### src/rtl/core/mps_pkg.sv
// Shared types and constants for the maze path search block.
// Used by mps_ctrl, mps_datapath and maze_path_search; no dependencies.
package mps_pkg;

  localparam int unsigned ROW_W        = 16;
  localparam int unsigned COL_W        = 4;
  localparam int unsigned GS_W         = 5;
  localparam int unsigned MAX_SIZE_DEF = 16;
  localparam logic [GS_W-1:0] GS_RESET = 5'd16;

  typedef enum logic [3:0] {
    OP_NONE,
    OP_LOAD,
    OP_RD0,
    OP_RD1,
    OP_RD2,
    OP_DOWN,
    OP_FILL_DN,
    OP_RIGHT,
    OP_BACK_L,
    OP_BACK_UP,
    OP_FILL_UP,
    OP_GOAL,
    OP_PRD,
    OP_EMIT,
    OP_NF
  } dp_op_e;

  typedef struct packed {
    logic start_open;
    logic at_goal;
    logic can_down;
    logic can_right;
    logic at_origin;
    logic came_right;
    logic emit_last;
  } dp_stat_t;

endpackage

### src/rtl/core/maze_path_search.sv
// Top level of the maze path search block: controller plus datapath.
// Depends on mps_pkg, mps_ctrl and mps_datapath.
//
// Rows are loaded with start/busy: a row transfers at an edge with start
// high and busy low, bit j of row_open_i marking column j open. The row
// with last_row_i set raises busy and starts a down-first, then right,
// depth-first search from the top-left to the bottom-right cell; cells
// that fail are marked dead in a working copy of the rows, dropped when
// the next search starts.
// Search: setup states RD0, RD1, RD2 read the first rows; a move within a row
// is one search step, and a move between rows adds a fill step (with one memory
// read); each cell is entered and left at most once. At the goal, the last
// path row is stored and the first is fetched, then one result per
// cycle: N results with found_o set, or one result with found_o clear.
// busy falls with the final result; the next row may follow at once.
// Each result shows for one cycle with result_valid_o; there is no stall.
// grid_size (N) is written over cfg_valid_i/cfg_ready_o while not busy.
// Reset clears control state and sets N to 16; row memories are not cleared.
module maze_path_search #(
  parameter int unsigned MAX_SIZE = mps_pkg::MAX_SIZE_DEF
) (
  input  logic                      clk_i,
  input  logic                      rst_ni,
  input  logic                      start,
  output logic                      busy,
  input  logic [mps_pkg::ROW_W-1:0] row_open_i,
  input  logic                      last_row_i,
  input  logic                      cfg_valid_i,
  output logic                      cfg_ready_o,
  input  logic [mps_pkg::GS_W-1:0]  grid_size_i,
  output logic                      result_valid_o,
  output logic                      found_o,
  output logic [mps_pkg::ROW_W-1:0] path_row_o,
  output logic                      last_result_o
);

  mps_pkg::dp_op_e   op;
  mps_pkg::dp_stat_t stat;
  logic              cfg_we;

  assign cfg_ready_o = ~busy;
  assign cfg_we      = cfg_valid_i & cfg_ready_o;

  mps_ctrl u_ctrl (
    .clk_i      (clk_i),
    .rst_ni     (rst_ni),
    .start_i    (start),
    .last_row_i (last_row_i),
    .stat_i     (stat),
    .op_o       (op),
    .busy_o     (busy)
  );

  mps_datapath #(
    .MAX_SIZE (MAX_SIZE)
  ) u_dp (
    .clk_i          (clk_i),
    .rst_ni         (rst_ni),
    .op_i           (op),
    .cfg_we_i       (cfg_we),
    .grid_size_i    (grid_size_i),
    .row_open_i     (row_open_i),
    .last_row_i     (last_row_i),
    .stat_o         (stat),
    .result_valid_o (result_valid_o),
    .found_o        (found_o),
    .path_row_o     (path_row_o),
    .last_result_o  (last_result_o)
  );

`ifndef SYNTH
  a_res_in_run: assert property (@(posedge clk_i) disable iff (!rst_ni)
    result_valid_o |-> $past(busy))
    else $error("result outside a search run");

  a_end_with_last: assert property (@(posedge clk_i) disable iff (!rst_ni)
    $fell(busy) |-> (result_valid_o && last_result_o))
    else $error("run ended without final result");

  a_nf_single: assert property (@(posedge clk_i) disable iff (!rst_ni)
    (result_valid_o && !found_o) |-> (last_result_o && (path_row_o == '0)))
    else $error("not-found result malformed");
`endif

endmodule

### src/rtl/core/mps_datapath.sv
// Datapath: maze, working and path row memories, current/next row windows,
// position counters and result registers. Depends on mps_pkg.
module mps_datapath #(
  parameter int unsigned MAX_SIZE = mps_pkg::MAX_SIZE_DEF
) (
  input  logic                         clk_i,
  input  logic                         rst_ni,
  input  mps_pkg::dp_op_e              op_i,
  input  logic                         cfg_we_i,
  input  logic [mps_pkg::GS_W-1:0]     grid_size_i,
  input  logic [mps_pkg::ROW_W-1:0]    row_open_i,
  input  logic                         last_row_i,
  output mps_pkg::dp_stat_t            stat_o,
  output logic                         result_valid_o,
  output logic                         found_o,
  output logic [mps_pkg::ROW_W-1:0]    path_row_o,
  output logic                         last_result_o
);

  localparam int unsigned ROW_W    = mps_pkg::ROW_W;
  localparam int unsigned COL_W    = mps_pkg::COL_W;
  localparam int unsigned SIDE_MAX = (MAX_SIZE < ROW_W) ? MAX_SIZE : ROW_W;
  localparam int unsigned RW       = $clog2(SIDE_MAX);
  localparam int unsigned SZW      = $clog2(SIDE_MAX + 1);
  localparam int unsigned XW       = SZW + 1;

  logic [mps_pkg::GS_W-1:0] gs_q;
  logic [SZW-1:0]           n, rowcnt_q;
  logic [XW-1:0]            n_x, r_x, c_x;
  logic [ROW_W-1:0]         cmask, mrd_m, c_bit, cur_dead, pcur_dead;
  logic [ROW_W-1:0]         cur_q, nxt_q, pcur_q;
  logic [RW-1:0]            r_q, k_q, raddr, waddr;
  logic [COL_W-1:0]         c_q;
  logic                     emit_last;

  logic [ROW_W-1:0] maze_mem [SIDE_MAX];
  logic [ROW_W-1:0] work_mem [SIDE_MAX];
  logic [ROW_W-1:0] path_mem [SIDE_MAX];
  logic [SIDE_MAX-1:0] wvld_q;
  logic [ROW_W-1:0] mrd_q, wrd_q, prd_q;
  logic             wrd_vld_q;
  logic             mwe, wwe, pwe;
  logic [ROW_W-1:0] mwdata, pwdata;

  logic             res_vld_q, found_q, last_q;
  logic [ROW_W-1:0] path_q;

  always_comb begin
    if (gs_q == '0) begin
      n = SZW'(1);
    end else if (int'(gs_q) > SIDE_MAX) begin
      n = SZW'(SIDE_MAX);
    end else begin
      n = SZW'(gs_q);
    end
  end

  assign cmask     = {ROW_W{1'b1}} >> (ROW_W - int'(n));
  assign mrd_m     = wrd_vld_q ? wrd_q : (mrd_q & cmask);
  assign n_x       = XW'(n);
  assign r_x       = XW'(r_q);
  assign c_x       = XW'(c_q);
  assign c_bit     = ROW_W'(1) << c_q;
  assign cur_dead  = cur_q & ~c_bit;
  assign pcur_dead = pcur_q & ~c_bit;
  assign emit_last = (XW'(k_q) == n_x - XW'(1));

  assign stat_o.start_open = cur_q[0];
  assign stat_o.at_goal    = (r_x == n_x - XW'(1)) && (c_x == n_x - XW'(1));
  assign stat_o.can_down   = nxt_q[c_q];
  assign stat_o.can_right  = (c_q != '1) && cur_q[c_q + COL_W'(1)];
  assign stat_o.at_origin  = (r_q == '0) && (c_q == '0);
  assign stat_o.came_right = (c_q != '0) && pcur_q[c_q - COL_W'(1)];
  assign stat_o.emit_last  = emit_last;

  always_comb begin
    raddr  = '0;
    waddr  = r_q;
    mwe    = 1'b0;
    wwe    = 1'b0;
    pwe    = 1'b0;
    mwdata = cur_q;
    pwdata = pcur_q;
    unique case (op_i)
      mps_pkg::OP_LOAD: begin
        mwe    = (rowcnt_q < n);
        waddr  = rowcnt_q[RW-1:0];
        mwdata = row_open_i;
      end
      mps_pkg::OP_RD1: begin
        raddr = RW'(1);
      end
      mps_pkg::OP_DOWN: begin
        wwe   = 1'b1;
        pwe   = 1'b1;
        raddr = RW'(r_x + XW'(2));
      end
      mps_pkg::OP_BACK_UP: begin
        wwe    = 1'b1;
        pwe    = 1'b1;
        mwdata = cur_dead;
        pwdata = pcur_dead;
        raddr  = r_q - RW'(1);
      end
      mps_pkg::OP_GOAL: begin
        pwe = 1'b1;
      end
      mps_pkg::OP_PRD: begin
        raddr = k_q;
      end
      mps_pkg::OP_EMIT: begin
        raddr = k_q + RW'(1);
      end
      default: ;
    endcase
  end

  // working copy holds rows with dead ends cleared for the current search
  always_ff @(posedge clk_i) begin
    if (mwe) begin
      maze_mem[waddr] <= mwdata;
    end
    if (wwe) begin
      work_mem[waddr] <= mwdata;
    end
    if (pwe) begin
      path_mem[waddr] <= pwdata;
    end
    mrd_q <= maze_mem[raddr];
    wrd_q <= work_mem[raddr];
    prd_q <= path_mem[raddr];
  end

  always_ff @(posedge clk_i or negedge rst_ni) begin
    if (!rst_ni) begin
      gs_q      <= mps_pkg::GS_RESET;
      rowcnt_q  <= '0;
      r_q       <= '0;
      c_q       <= '0;
      k_q       <= '0;
      res_vld_q <= 1'b0;
      wvld_q    <= '0;
      wrd_vld_q <= 1'b0;
    end else begin
      res_vld_q <= 1'b0;
      wrd_vld_q <= wvld_q[raddr];
      if (cfg_we_i) begin
        gs_q <= grid_size_i;
      end
      unique case (op_i)
        mps_pkg::OP_LOAD: begin
          if (last_row_i) begin
            rowcnt_q <= '0;
            wvld_q   <= '0;
          end else if (rowcnt_q < n) begin
            rowcnt_q <= rowcnt_q + SZW'(1);
          end
        end
        mps_pkg::OP_RD2: begin
          r_q <= '0;
          c_q <= '0;
        end
        mps_pkg::OP_DOWN: begin
          r_q         <= r_q + RW'(1);
          wvld_q[r_q] <= 1'b1;
        end
        mps_pkg::OP_RIGHT:   c_q <= c_q + COL_W'(1);
        mps_pkg::OP_BACK_L:  c_q <= c_q - COL_W'(1);
        mps_pkg::OP_BACK_UP: begin
          r_q         <= r_q - RW'(1);
          wvld_q[r_q] <= 1'b1;
        end
        mps_pkg::OP_GOAL:    k_q <= '0;
        mps_pkg::OP_EMIT: begin
          k_q       <= k_q + RW'(1);
          res_vld_q <= 1'b1;
        end
        mps_pkg::OP_NF:      res_vld_q <= 1'b1;
        default: ;
      endcase
    end
  end

  always_ff @(posedge clk_i) begin
    unique case (op_i)
      mps_pkg::OP_RD1: cur_q <= mrd_m;
      mps_pkg::OP_RD2: begin
        nxt_q  <= (n_x > XW'(1)) ? mrd_m : '0;
        pcur_q <= ROW_W'(1);
      end
      mps_pkg::OP_DOWN: begin
        cur_q  <= nxt_q;
        pcur_q <= c_bit;
      end
      mps_pkg::OP_FILL_DN: nxt_q <= (r_x + XW'(1) < n_x) ? mrd_m : '0;
      mps_pkg::OP_RIGHT:   pcur_q <= pcur_q | (c_bit << 1);
      mps_pkg::OP_BACK_L: begin
        cur_q  <= cur_dead;
        pcur_q <= pcur_dead;
      end
      mps_pkg::OP_BACK_UP: nxt_q <= cur_dead;
      mps_pkg::OP_FILL_UP: begin
        cur_q  <= mrd_m;
        pcur_q <= prd_q;
      end
      mps_pkg::OP_EMIT: begin
        found_q <= 1'b1;
        path_q  <= prd_q;
        last_q  <= emit_last;
      end
      mps_pkg::OP_NF: begin
        found_q <= 1'b0;
        path_q  <= '0;
        last_q  <= 1'b1;
      end
      default: ;
    endcase
  end

  assign result_valid_o = res_vld_q;
  assign found_o        = found_q;
  assign path_row_o     = path_q;
  assign last_result_o  = last_q;

endmodule

### src/rtl/core/mps_ctrl.sv
// Controller: sequences row load, search moves and result output.
// Depends on mps_pkg; drives mps_datapath through dp_op_e commands.
module mps_ctrl (
  input  logic               clk_i,
  input  logic               rst_ni,
  input  logic               start_i,
  input  logic               last_row_i,
  input  mps_pkg::dp_stat_t  stat_i,
  output mps_pkg::dp_op_e    op_o,
  output logic               busy_o
);

  typedef enum logic [3:0] {
    S_IDLE,
    S_RD0,
    S_RD1,
    S_RD2,
    S_SRCH,
    S_FILL_DN,
    S_FILL_UP,
    S_PRD,
    S_EMIT,
    S_NF
  } state_e;

  state_e state_q, state_d;
  logic   busy_q, busy_d;

  always_comb begin
    op_o    = mps_pkg::OP_NONE;
    state_d = state_q;
    busy_d  = busy_q;
    unique case (state_q)
      S_IDLE: begin
        if (start_i) begin
          op_o = mps_pkg::OP_LOAD;
          if (last_row_i) begin
            state_d = S_RD0;
            busy_d  = 1'b1;
          end
        end
      end
      S_RD0: begin
        op_o    = mps_pkg::OP_RD0;
        state_d = S_RD1;
      end
      S_RD1: begin
        op_o    = mps_pkg::OP_RD1;
        state_d = S_RD2;
      end
      S_RD2: begin
        op_o    = mps_pkg::OP_RD2;
        state_d = stat_i.start_open ? S_SRCH : S_NF;
      end
      S_SRCH: begin
        priority if (stat_i.at_goal) begin
          op_o    = mps_pkg::OP_GOAL;
          state_d = S_PRD;
        end else if (stat_i.can_down) begin
          op_o    = mps_pkg::OP_DOWN;
          state_d = S_FILL_DN;
        end else if (stat_i.can_right) begin
          op_o = mps_pkg::OP_RIGHT;
        end else if (stat_i.at_origin) begin
          state_d = S_NF;
        end else if (stat_i.came_right) begin
          op_o = mps_pkg::OP_BACK_L;
        end else begin
          op_o    = mps_pkg::OP_BACK_UP;
          state_d = S_FILL_UP;
        end
      end
      S_FILL_DN: begin
        op_o    = mps_pkg::OP_FILL_DN;
        state_d = S_SRCH;
      end
      S_FILL_UP: begin
        op_o    = mps_pkg::OP_FILL_UP;
        state_d = S_SRCH;
      end
      S_PRD: begin
        op_o    = mps_pkg::OP_PRD;
        state_d = S_EMIT;
      end
      S_EMIT: begin
        op_o = mps_pkg::OP_EMIT;
        if (stat_i.emit_last) begin
          state_d = S_IDLE;
          busy_d  = 1'b0;
        end
      end
      S_NF: begin
        op_o    = mps_pkg::OP_NF;
        state_d = S_IDLE;
        busy_d  = 1'b0;
      end
      default: begin
        state_d = S_IDLE;
        busy_d  = 1'b0;
      end
    endcase
  end

  always_ff @(posedge clk_i or negedge rst_ni) begin
    if (!rst_ni) begin
      state_q <= S_IDLE;
      busy_q  <= 1'b0;
    end else begin
      state_q <= state_d;
      busy_q  <= busy_d;
    end
  end

  assign busy_o = busy_q;

endmodule

### config.mk
export PLATFORM = sky130hd
export DESIGN_NAME = maze_path_search
export DESIGN_NICKNAME = d
export VERILOG_FILES = /design/src/rtl/core/mps_pkg.sv /design/src/rtl/core/maze_path_search.sv /design/src/rtl/core/mps_datapath.sv /design/src/rtl/core/mps_ctrl.sv
export SDC_FILE = /design/constraint.sdc
export NUM_CORES = 1
export LEC_CHECK = 0
export BUFFER_PORTS_ARGS = -buffer_cell sky130_fd_sc_hd__buf_2
export CORE_ASPECT_RATIO = 0.5
export CORE_UTILIZATION = 25
export DETAILED_ROUTE_END_ITERATION = 10
export SYNTH_ARGS = -nofsm -noshare
export SYNTH_HDL_FRONTEND = slang
export SYNTH_HIERARCHICAL = 1
export SYNTH_SLANG_ARGS = --single-unit
### constraint.sdc
create_clock -name clk_i -period 18.4 [get_ports clk_i]
set_clock_uncertainty 0.2 [all_clocks]
set_input_delay 1.84 -clock clk_i [delete_from_list [all_inputs] [get_ports clk_i]]
set_output_delay 1.84 -clock clk_i [all_outputs]
set_load 0.05 [all_outputs]
Yosys cells after proc, flatten, opt, wreduce, memory -nomap -nowiden
Memories as Yosys holds them, arrays and structs flattened. A register that Yosys moved wholly into a read port is not among the register bits.
Index checks and enable logic that the tools add are counted.
{"block": "op_classes", "n_eq_ne": 32, "reduce_logical": 29, "n_mux": 63, "n_lt_le_gt_ge": 10, "shifts": 2, "add_sub_neg": 10, "bitwise_logic": 9}
{"operator": "$pmux W16 S2", "count": 3}
{"operator": "$pmux W16 S3", "count": 2}
{"operator": "$mux W16", "count": 5}
{"operator": "$pmux W16 S5", "count": 1}
{"operator": "$mux W4", "count": 14}
{"operator": "$and A16 B16 Y16", "count": 3}
{"operator": "$pmux W4 S10", "count": 1}
{"operator": "$eq A4 B4 Y1 const B", "count": 9}
{"operator": "$eq A4 B3 Y1 const B", "count": 8}
{"operator": "$or A16 B16 Y16", "count": 2}
{"operator": "$pmux W4 S8", "count": 1}
{"operator": "$shr A16 B32 Y16 const A", "count": 1}
{"operator": "$lt A4 B5 Y1 const B", "count": 5}
{"operator": "$pmux W4 S3", "count": 2}
{"operator": "$mux W1", "count": 20}
{"operator": "$mux W5", "count": 4}
{"operator": "$pmux W4 S5", "count": 1}
{"operator": "$eq A4 B6 Y1", "count": 3}
{"operator": "$bmux W1 S4", "count": 4}
{"operator": "$not A16 Y16", "count": 1}
{"operator": "$shl A1 B4 Y16 const A", "count": 1}
{"operator": "$add A4 B1 Y4 const B", "count": 3}
{"operator": "$eq A4 B2 Y1 const B", "count": 3}
{"operator": "$logic_not A4 Y1", "count": 3}
{"operator": "other kinds (34)", "count": 55}
{"block": "word_totals", "mem_count": 3, "out_inout_bits": 21, "wordCells": 174, "ramBits": 768, "inputBits": 26, "reg_bits": 111}
{"name": "u_dp.maze_mem", "depth": 16, "width": 16, "read_ports": 1, "rd_ports_with_merged_regs": 1, "write_ports": 1, "line_no": "mps_datapath.sv:36", "text": "logic [ROW_W-1:0] maze_mem [SIDE_MAX];"}
{"name": "u_dp.path_mem", "depth": 16, "width": 16, "read_ports": 1, "rd_ports_with_merged_regs": 1, "write_ports": 1, "line_no": "mps_datapath.sv:38", "text": "logic [ROW_W-1:0] path_mem [SIDE_MAX];"}
{"name": "u_dp.work_mem", "depth": 16, "width": 16, "read_ports": 1, "rd_ports_with_merged_regs": 1, "write_ports": 1, "line_no": "mps_datapath.sv:37", "text": "logic [ROW_W-1:0] work_mem [SIDE_MAX];"}

Longest topological paths before layout
Gate-level depths: netlist of run 1.
{"block": "depth", "word_depth": 15, "ltp_mapped": 25, "mapped_depth_nobuf": 18}

Modules after synthesis
Netlist of run 1, hierarchy kept.
{"mod": "mps_datapath", "cells_each": 2719, "instances": 1, "area_each_um2": 38224.2, "seq_area_each_um2": 27007.2}
{"mod": "mps_ctrl", "cells_each": 67, "instances": 1, "area_each_um2": 490.5, "seq_area_each_um2": 125.1}
{"mod": "maze_path_search", "cells_each": 2, "instances": 1, "area_each_um2": 10.0, "seq_area_each_um2": 0.0}

Worst setup path before layout of run 1
OpenSTA, ideal clock, no wires.
{"block": "synth_path", "kind": "reg2reg", "startpoint": "reg u_dp.c_q[0]", "endpoint": "mem u_dp.path_mem[1][0], enable pin", "path_buffers": 6, "slack_ns": 12.298, "period_less_slack_ns": 6.102, "path_stages_with_launch": 22, "required_time_ns": 17.812, "arrival_ns": 5.514, "setup_time_ns": 0.388, "path_cell_list": "dfrtp_1 -> buf_2 -> clkbuf_1 -> inv_1 -> ha_1 -> clkbuf_1 -> mux4_2 -> mux2_2 -> o21ai_0 -> o311ai_0 -> o21a_1 -> nor2b_1 -> o21ai_0 -> a21oi_1 -> o21a_1 -> nand2b_1 -> clkbuf_1 -> nor3_1 -> clkbuf_1 -> a31oi_1 -> clkbuf_1 -> nor2_1"}
{"item": "from (decl)", "line_no": "mps_datapath.sv:33", "text": "logic [COL_W-1:0] c_q;"}
{"item": "from (signal assigned)", "line_no": "mps_datapath.sv:167", "text": "mps_pkg::OP_RIGHT: c_q <= c_q + COL_W'(1);"}
{"item": "from (signal assigned)", "line_no": "mps_datapath.sv:168", "text": "mps_pkg::OP_BACK_L: c_q <= c_q - COL_W'(1);"}
{"item": "to (decl)", "line_no": "mps_datapath.sv:38"}

==> results of run 1 <==
-- cell usage after synthesis (all sizes together) (2+ instances only) --
library cell	instances
o22ai	16
and2	21
edfxtp	834
nor4	3
a32o	49
a221o	59
a22o	19
and3	4
o31ai	7
nand3b	2
o221ai	9
a31oi	26
nor2b	17
o21ai	55
nor3	17
xor2	10
nand2	432
nor2	114
xnor2	9
nand2b	14
a21oi	140
mux2	7
clkbuf	107
inv	24
a22oi	103
o21a	17
nor3b	3
o211ai	13
dfrtp	44
a32oi	16
buf	81
nor4b	6
a221oi	4
mux4	13
dfxtp	48
a21o	2
and4b	2
a211oi	2
or3	6
ha	27
mux2i	245
nand3	147
-- cells in the final DEF (no fill, tap or decap), types with 20 or more instances in the layout --
cell / count
clkbuf_1: 20
dfrtp_1: 44
ha_1: 27
a221o_1: 58
a31oi_1: 22
nand3_1: 147
nor2_2: 21
edfxtp_1: 834
buf_2: 46
dfxtp_1: 48
buf_4: 94
a22oi_1: 103
a21oi_1: 139
mux2i_1: 245
a32o_1: 49
o21ai_0: 45
inv_1: 23
nand2_1: 432
and2_1: 21
clkbuf_16: 91
nor2_1: 89
-- per-stage QoR --
stage / hold slack, ns / total power [uW]
2_1_floorplan: 0.262 / 6120
3_3_place_gp: 0.278 / 7410
3_5_place_dp: 0.283 / 7510
4_1_cts: 0.297 / 9380
5_1_grt: 0.312 / 9830
6_report: 0.296 / 9370
-- power groups by stage --
stage	combinational [uW]	clock, uW	sequential [uW]
finish	4160	1860	3340
global route	4490	1980	3360
detailed placement	4130	0	3370
global placement	4040	0	3370
CTS	4150	1900	3330
floorplan	2880	0	3240
-- path summary, 6_finish.rpt --
| path | endpoint | cells after the start |
|---|---|---|
| worst max-delay path | u_dp/wrd_q[12] | 20 |
| max in group asynchronous | u_dp/r_q[0] | 1 |
| worst min register to register | u_dp/wvld_q[15] | 2 |
| worst min-delay path | u_dp/wvld_q[15] | 2 |
| min in group asynchronous | u_ctrl/busy_o | 1 |
| worst max register to register | u_dp/wrd_q[12] | 20 |
-- layout make-up --
type | count | area share, %
Antenna cell | 1 | 0.00561
Clock inverter | 55 | 1.27
Timing Repair Buffer | 140 | 2.10
Multi-Input combinational cell | 1649 | 24.3
Sequential cell | 927 | 60.9
Tap cell | 2060 | 5.78
Inverter | 24 | 0.202
Clock buffer | 116 | 5.43
-- worst register-to-register path: stages (launching register included) --
cell	delay [ns]
dfrtp_1	0.41
nor3_1	0.08
o21ai_1	0.66
inv_1	0.15
ha_1	0.50
or3_1	0.42
a21oi_1	0.15
o2111ai_1	0.14
a21oi_1	0.47
o21ai_1	0.18
a2bb2oi_1	0.19
o21ai_2	0.13
buf_4	0.40
nand2_1	0.21
nor4b_1	0.70
a221o_4	0.91
buf_4	0.94
mux2i_1	0.33
mux2i_1	0.11
a32o_1	0.25
a221o_1	0.28
-- flip-flops by register name, indices dropped and copies added (netlist names), 16 cells and up --
register and flops:
u_dp/work_mem 256, u_dp/nxt_q 16, u_dp/pcur_q 16, u_dp/path_row_o 16, u_dp/maze_mem 256, u_dp/path_mem 256
u_dp/wvld_q 16, u_dp/cur_q 16, u_dp/wrd_q 16, u_dp/mrd_q 16, u_dp/prd_q 16
-- metal layers --
metal	track usage [%]	part of all wire [%]
met1	17.9	43
met2	21.6	47
met3	2.64	7.6
met4	4.46	2.9
met5	0	0.0094
-- cell families (layout without fill, tap and decap cells) --
family	count (synthesis)	after routing
and+or+nand+nor	793	793
DFF	927	927
buffers and inverters	212	335
xor gates and xnor gates	19	19
adders and majority gates	27	27
other	0	1
AOI/OAI and AO/OA	545	545
muxes	265	265
==> flow_metrics.py, run 1 <==
metrics = {
    "synth": {
        "syn_area_mm2": 0.0387,
        "synthArstFlopShare_pct": 4.85,
        "syn-instance-count": 2788,
        "yosys.area_share.adder_pct": 0.872,
        "synth_cell_types": 65,
        "synth_edf_count": 834,
        "syn_avg_cell_area_um2": 13.9,
        "synth.net_count": 2841,
        "yosysTopAreaCell": "edfxtp_1",
        "synth_top_family_by_area": "compound AO/OA/AOI/OAI gates",
        "synth.area.mux_share_pct": 7.29,
        "yosys_register_bits": 927,
        "ys_top_cells_by_area": "edfxtp_1 (65%), mux2i_1 (6.3%), nand2_1 (4.2%)",
        "yosys_warnings": 6,
        "synth-seq-area-share_pct": 70.1,
        "synth_top_area_share_pct": 64.7,
        "synth_simple_gate_area_share_pct": 8.89,
        "synth-compound-area-share_pct": 10.1,
        "synth_xor_area_share_pct": 0.430,
        "synth_ff_type": "edfxtp_1",
    },
    "final_layout": {
        "fillCellCount": 15200,
        "area_growth_pct": 15.1,
        "multi_input_area_mm2": 0.0108,
        "final_util_pct": 29.2,
        "fin_area_mm2": 0.0446,
        "ff_latch_area_mm2": 0.0271,
        "drive_above_1_share_pct": 11.7,
        "layoutNonFillerInstCount": 4972,
        "fin_nets": 2886,
    },
    "route": {
        "drcViolationCount": 0,
        "ant_nets": 0,
        "drt_iter0_markers": 2682,
        "via_per_inst": 4.89,
        "drt_pass1_iterations": 6,
        "wl_per_cell_um": 21.4,
        "routed_wl_um": 106000,
        "vias": 24300,
    },
    "job": {
        "cap_violations": 0,
    },
    "sta": {
        "slew_viol_final": 0,
        "finalSetupTns_ns": 0,
        "maxSlewHeadroom_pct": 11.8,
        "final.period_utilization_pct": 43.2,
        "rsz0062_at_grt": "false",
        "min_period_ns": 7.95,
        "setup_viol": 0,
        "setup_ws_ns": 10.45,
        "fmax_mhz": 126,
        "tightest_slew_ns": 1.32,
        "finalHoldViolCount": 0,
    },
    "power_and_ir_drop": {
        "power_frac_clock_pct": 19.9,
        "combPwrFrac_pct": 44.4,
        "swShare_pct": 41.0,
        "leakagePower_uw": 0.0152,
        "peakVddDrop_mv": 0.211,
        "p_int_uw": 5530,
        "p_seq_share_pct": 35.7,
        "p_per_area_mw_per_mm2": 210,
        "switchingPower_uw": 3850,
    },
    "floorplanning": {
        "die_w_um": 559,
        "start_util_pct": 25.3,
        "core_mm2": 0.153,
        "die_y_um": 280,
        "io_pins": 47,
        "rows": 101,
        "die-area_mm2": 0.157,
    },
    "clocking": {
        "clock_latency_ns": 0.70,
        "clock-sinks": 927,
        "clk_path_buf_depth": 3,
        "root_buffer": "clkbuf_16",
        "path_clk_slew_ns": 0.06,
        "hold_buffers": 0,
        "cts-resized-gates": 0,
        "cts_tree": "built",
        "cts_max_level": 3,
        "cts_made_buffers": 91,
        "cts_setup_buffers": 0,
    },
    "worst_setup_path": {
        "r2r_start": "u_dp/gs_q[2]",
        "cp-end-kind": "flip-flop",
        "crit_family": "compound AO/OA/AOI/OAI gates",
        "crit_chain": "nor3_1 -> o21ai_1 -> inv_1 -> ha_1 -> or3_1 -> a21oi_1 -> o2111ai_1 -> a21oi_1 -> o21ai_1 -> a2bb2oi_1 -> o21ai_2 -> buf_4 -> nand2_1 -> nor4b_1 -> a221o_4 -> buf_4 -> mux2i_1 -> mux2i_1 -> a32o_1 -> a221o_1",
        "crit_path_max_fanout": 66,
        "slowest_stage": "a221o_4",
        "cp.arrival_ns": 8.33,
        "r2r_slack_ns": 10.45,
        "crit_buf_inv": 3,
        "worst_ep_required_time_ns": 18.78,
        "startpoint_type": "flip-flop",
        "crit_path_start": "u_dp/gs_q[2]",
        "crit_type": "flip-flop to flip-flop",
        "slowest_delay_ns": 0.91,
    },
    "place": {
        "place_ws_ns": 10.54,
        "portBuffers": 46,
        "place.gp.congestion": 0.909,
        "post_dp_cell_area_mm2": 0.0416,
        "dp_hpwl_um": 62400,
        "placed_cells": 4800,
    },
    "grt": {
        "grt_overflow": 0,
        "grt_pass1_wl_um": 157000,
        "grt_start_max_net_pins": 88,
        "grt_pass1_vias": 23600,
        "antenna_found_initial": 5,
        "grt_usage_pct": 13.4,
    },
    "min_path": {
        "hp-start": "u_dp/wvld_q[15]",
        "hold_path.class": "flip-flop to flip-flop",
    },
    "outcome": {
        "outcome": "finished, final reports clean",
    },
}
Note: power is estimated with default switching activity, not from simulation.
==> run 2: changes to the inputs <==
==> constraint.sdc (replaced) <==
create_clock -name clk_i -period 6.47 [get_ports clk_i]
set_clock_uncertainty 0.2 [all_clocks]
set_input_delay 0.647 -clock clk_i [delete_from_list [all_inputs] [get_ports clk_i]]
set_output_delay 0.647 -clock clk_i [all_outputs]
set_load 0.05 [all_outputs]
==> run 2 against run 1 <==
- global-route usage fell by 0.18 points
- non-clock buffer count is 54 higher
- register-to-register slack worse by 10 ns
- worst hold slack worse by 0.16 ns
- worst setup slack lost 10 ns
- first-iteration DRC count decreased by 0.11%
- utilization increased by 0.47 points
- sequential share of layout area fell by 0.96 points
- fmax up 31%
- final cell count is 1.0% higher
- sequential cell count unchanged
- largest cell class unchanged
==> flow_metrics.py, run 2 (synthesis results as in run 1) <==
metrics = {
    "outcome": {
        "outcome": "finished, final reports clean",
    },
    "sta": {
        "finalSetupTns_ns": 0,
        "slew_viol_final": 0,
        "tightest_slew_ns": 1.34,
        "final.period_utilization_pct": 93.7,
        "min_period_ns": 6.06,
        "fmax_mhz": 165,
        "finalHoldViolCount": 0,
        "setup_viol": 0,
        "maxSlewHeadroom_pct": 10.4,
        "rsz0062_at_grt": "false",
    },
    "clocking": {
        "cts_made_buffers": 92,
        "clk_path_buf_depth": 3,
        "path_clk_slew_ns": 0.06,
        "cts_tree": "built",
        "clock-sinks": 927,
        "cts_max_level": 3,
        "root_buffer": "clkbuf_16",
        "clock_latency_ns": 0.70,
    },
    "final_layout": {
        "layout_commonest_cell": "edfxtp_1",
        "insertedDiodeCount": 0,
        "fin_nets": 2942,
        "layoutNonFillerInstCount": 5024,
        "final_cell_mix": "edfxtp_1 (834), nand2_1 (432), mux2i_1 (245)",
        "drive_above_1_share_pct": 13.2,
        "area_growth_pct": 16.9,
        "top_regs": "u_dp/maze_mem: 256 flops, u_dp/path_mem: 256 flops, u_dp/work_mem: 256 flops",
    },
    "grt": {
        "grt_pass1_wl_um": 155000,
        "antenna_found_initial": 6,
        "grt_usage_pct": 13.2,
        "grt_pass1_vias": 23800,
        "grt_overflow": 0,
        "grt_start_max_net_pins": 83,
    },
    "floorplanning": {
        "die-area_mm2": 0.157,
        "die_y_um": 280,
        "die_w_um": 559,
        "rows": 101,
        "core_mm2": 0.153,
        "io_pins": 47,
        "start_util_pct": 25.3,
    },
    "place": {
        "portBuffers": 46,
        "place.gp.congestion": 0.953,
        "placed_cells": 4847,
        "dp_hpwl_um": 65800,
    },
    "worst_setup_path": {
        "cp.arrival_ns": 6.45,
        "slowest_delay_ns": 0.58,
        "r2r_slack_ns": 0.41,
        "crit_buf_inv": 4,
        "r2r_start": "u_dp/gs_q[4]",
        "crit_end": "u_dp/wrd_q[3]",
        "slowest_stage": "a31oi_2",
        "cp_common_cell": "mux2i_1",
        "crit_path_max_fanout": 38,
        "reg2reg_depth": 20,
        "crit_type": "flip-flop to flip-flop",
        "r2r_end": "u_dp/wrd_q[3]",
        "crit_chain": "inv_2 -> o21ai_1 -> buf_4 -> inv_1 -> ha_1 -> or3_1 -> a21oi_1 -> o2111ai_1 -> a21oi_1 -> o21ai_1 -> a2bb2oi_1 -> o21ai_4 -> mux2i_1 -> a31oi_2 -> a221o_4 -> buf_12 -> mux2i_1 -> mux2i_1 -> a32o_1 -> a221o_1",
        "startpoint_type": "flip-flop",
        "cp-end-kind": "flip-flop",
        "cp_num_cells": 20,
        "worst_ep_required_time_ns": 6.86,
        "crit_family": "compound AO/OA/AOI/OAI gates",
        "crit_path_start": "u_dp/gs_q[4]",
    },
    "route": {
        "via_per_inst": 4.83,
        "ant_nets": 0,
        "drcViolationCount": 0,
        "routed_wl_um": 105000,
        "drt_pass1_iterations": 6,
        "drt_iter0_markers": 2679,
        "vias": 24300,
        "wl_per_cell_um": 21.0,
    },
    "min_path": {
        "hold_path.class": "input port to flip-flop",
    },
    "job": {
        "cap_violations": 0,
    },
}
==> run 2: changes by cell type in the layout (fill, tap and decap cells not counted), moves of 7 or more <==
| cell | delta |
|---|---|
| buf_4 | +30 |
| buf_12 | +17 |
| clkinv_2 | -7 |
| dlygate4sd3_1 | +7 |
==> run 2: per-layer routing <==
metal / global-route usage [%] / share of wire, % / vias up / wire (um)
li1: - / - / 10900 / -
met1: 18.0 / 44 / 12200 / 46100
met2: 20.6 / 45 / 975 / 47600
met3: 2.55 / 7.6 / 170 / 8040
met4: 5.06 / 3.5 / 2 / 3680
met5: 0 / 0.012 / - / 13
==> run 2: worst min path at each step <==
stage	from	end	slack, ns	cells past startpoint
6_report	start	u_ctrl/busy_o	0.13	3
5_1_grt	start	u_ctrl/busy_o	0.11	3
4_1_cts	start	u_ctrl/busy_o	0.08	3
3_5_place_dp	u_dp/wvld_q[14]	u_dp/wvld_q[14]	0.28	2
3_3_place_gp	u_dp/wvld_q[0]	u_dp/wvld_q[0]	0.28	2
2_1_floorplan	rst_ni	u_ctrl/busy_o	0.15	0
==> run 2: worst register-to-register path, delay by kind of cell, from the launching register on <==
kind            cells  cell delay [ns]
compound gates     11             3.28
buf+inv             4             0.71
mux                 3             0.56
flops               1             0.54
simple gates        1             0.38
fa+ha+maj           1             0.30
==> run 2: final cells by class <==
class | count | area (um^2)
clock inverters | 48 | 559
repair buffers | 194 | 1570
clock buffers | 121 | 2470
multi-input cells | 1650 | 10900
fillers | 15200 | 107000
well taps | 2060 | 2580
inverters | 24 | 90.1
flip-flops and latches | 927 | 27100
==> run 2: stage by stage <==
| stage | util (%) | area [um^2] | worst slack [ns] | hold slack [ns] |
|---|---|---|---|---|
| 2_1_floorplan | - | 38700 | 0.368 | 0.151 |
| 3_3_place_gp | 27.6 | 42100 | 0.345 | 0.278 |
| 3_5_place_dp | 27.6 | 42100 | 0.323 | 0.284 |
| 4_1_cts | 29.6 | 45200 | 0.315 | 0.0809 |
| 5_1_grt | 29.6 | 45300 | 0.0614 | 0.112 |
| 6_report | 29.6 | 45300 | 0.410 | 0.131 |
==> run 2: what timing repair did <==
action / in CTS / in global routing
hold endpoints to repair: 51 / 0
hold buffers: 7 / 0
resized for setup: 0 / 7
setup buffers: 0 / 0
endpoints found under the setup margin: 0 / 351
Power of run 2 is left out: the tool's default activity adds up to more than one toggle a clock period on the data nets, which glitch-free logic cannot reach.
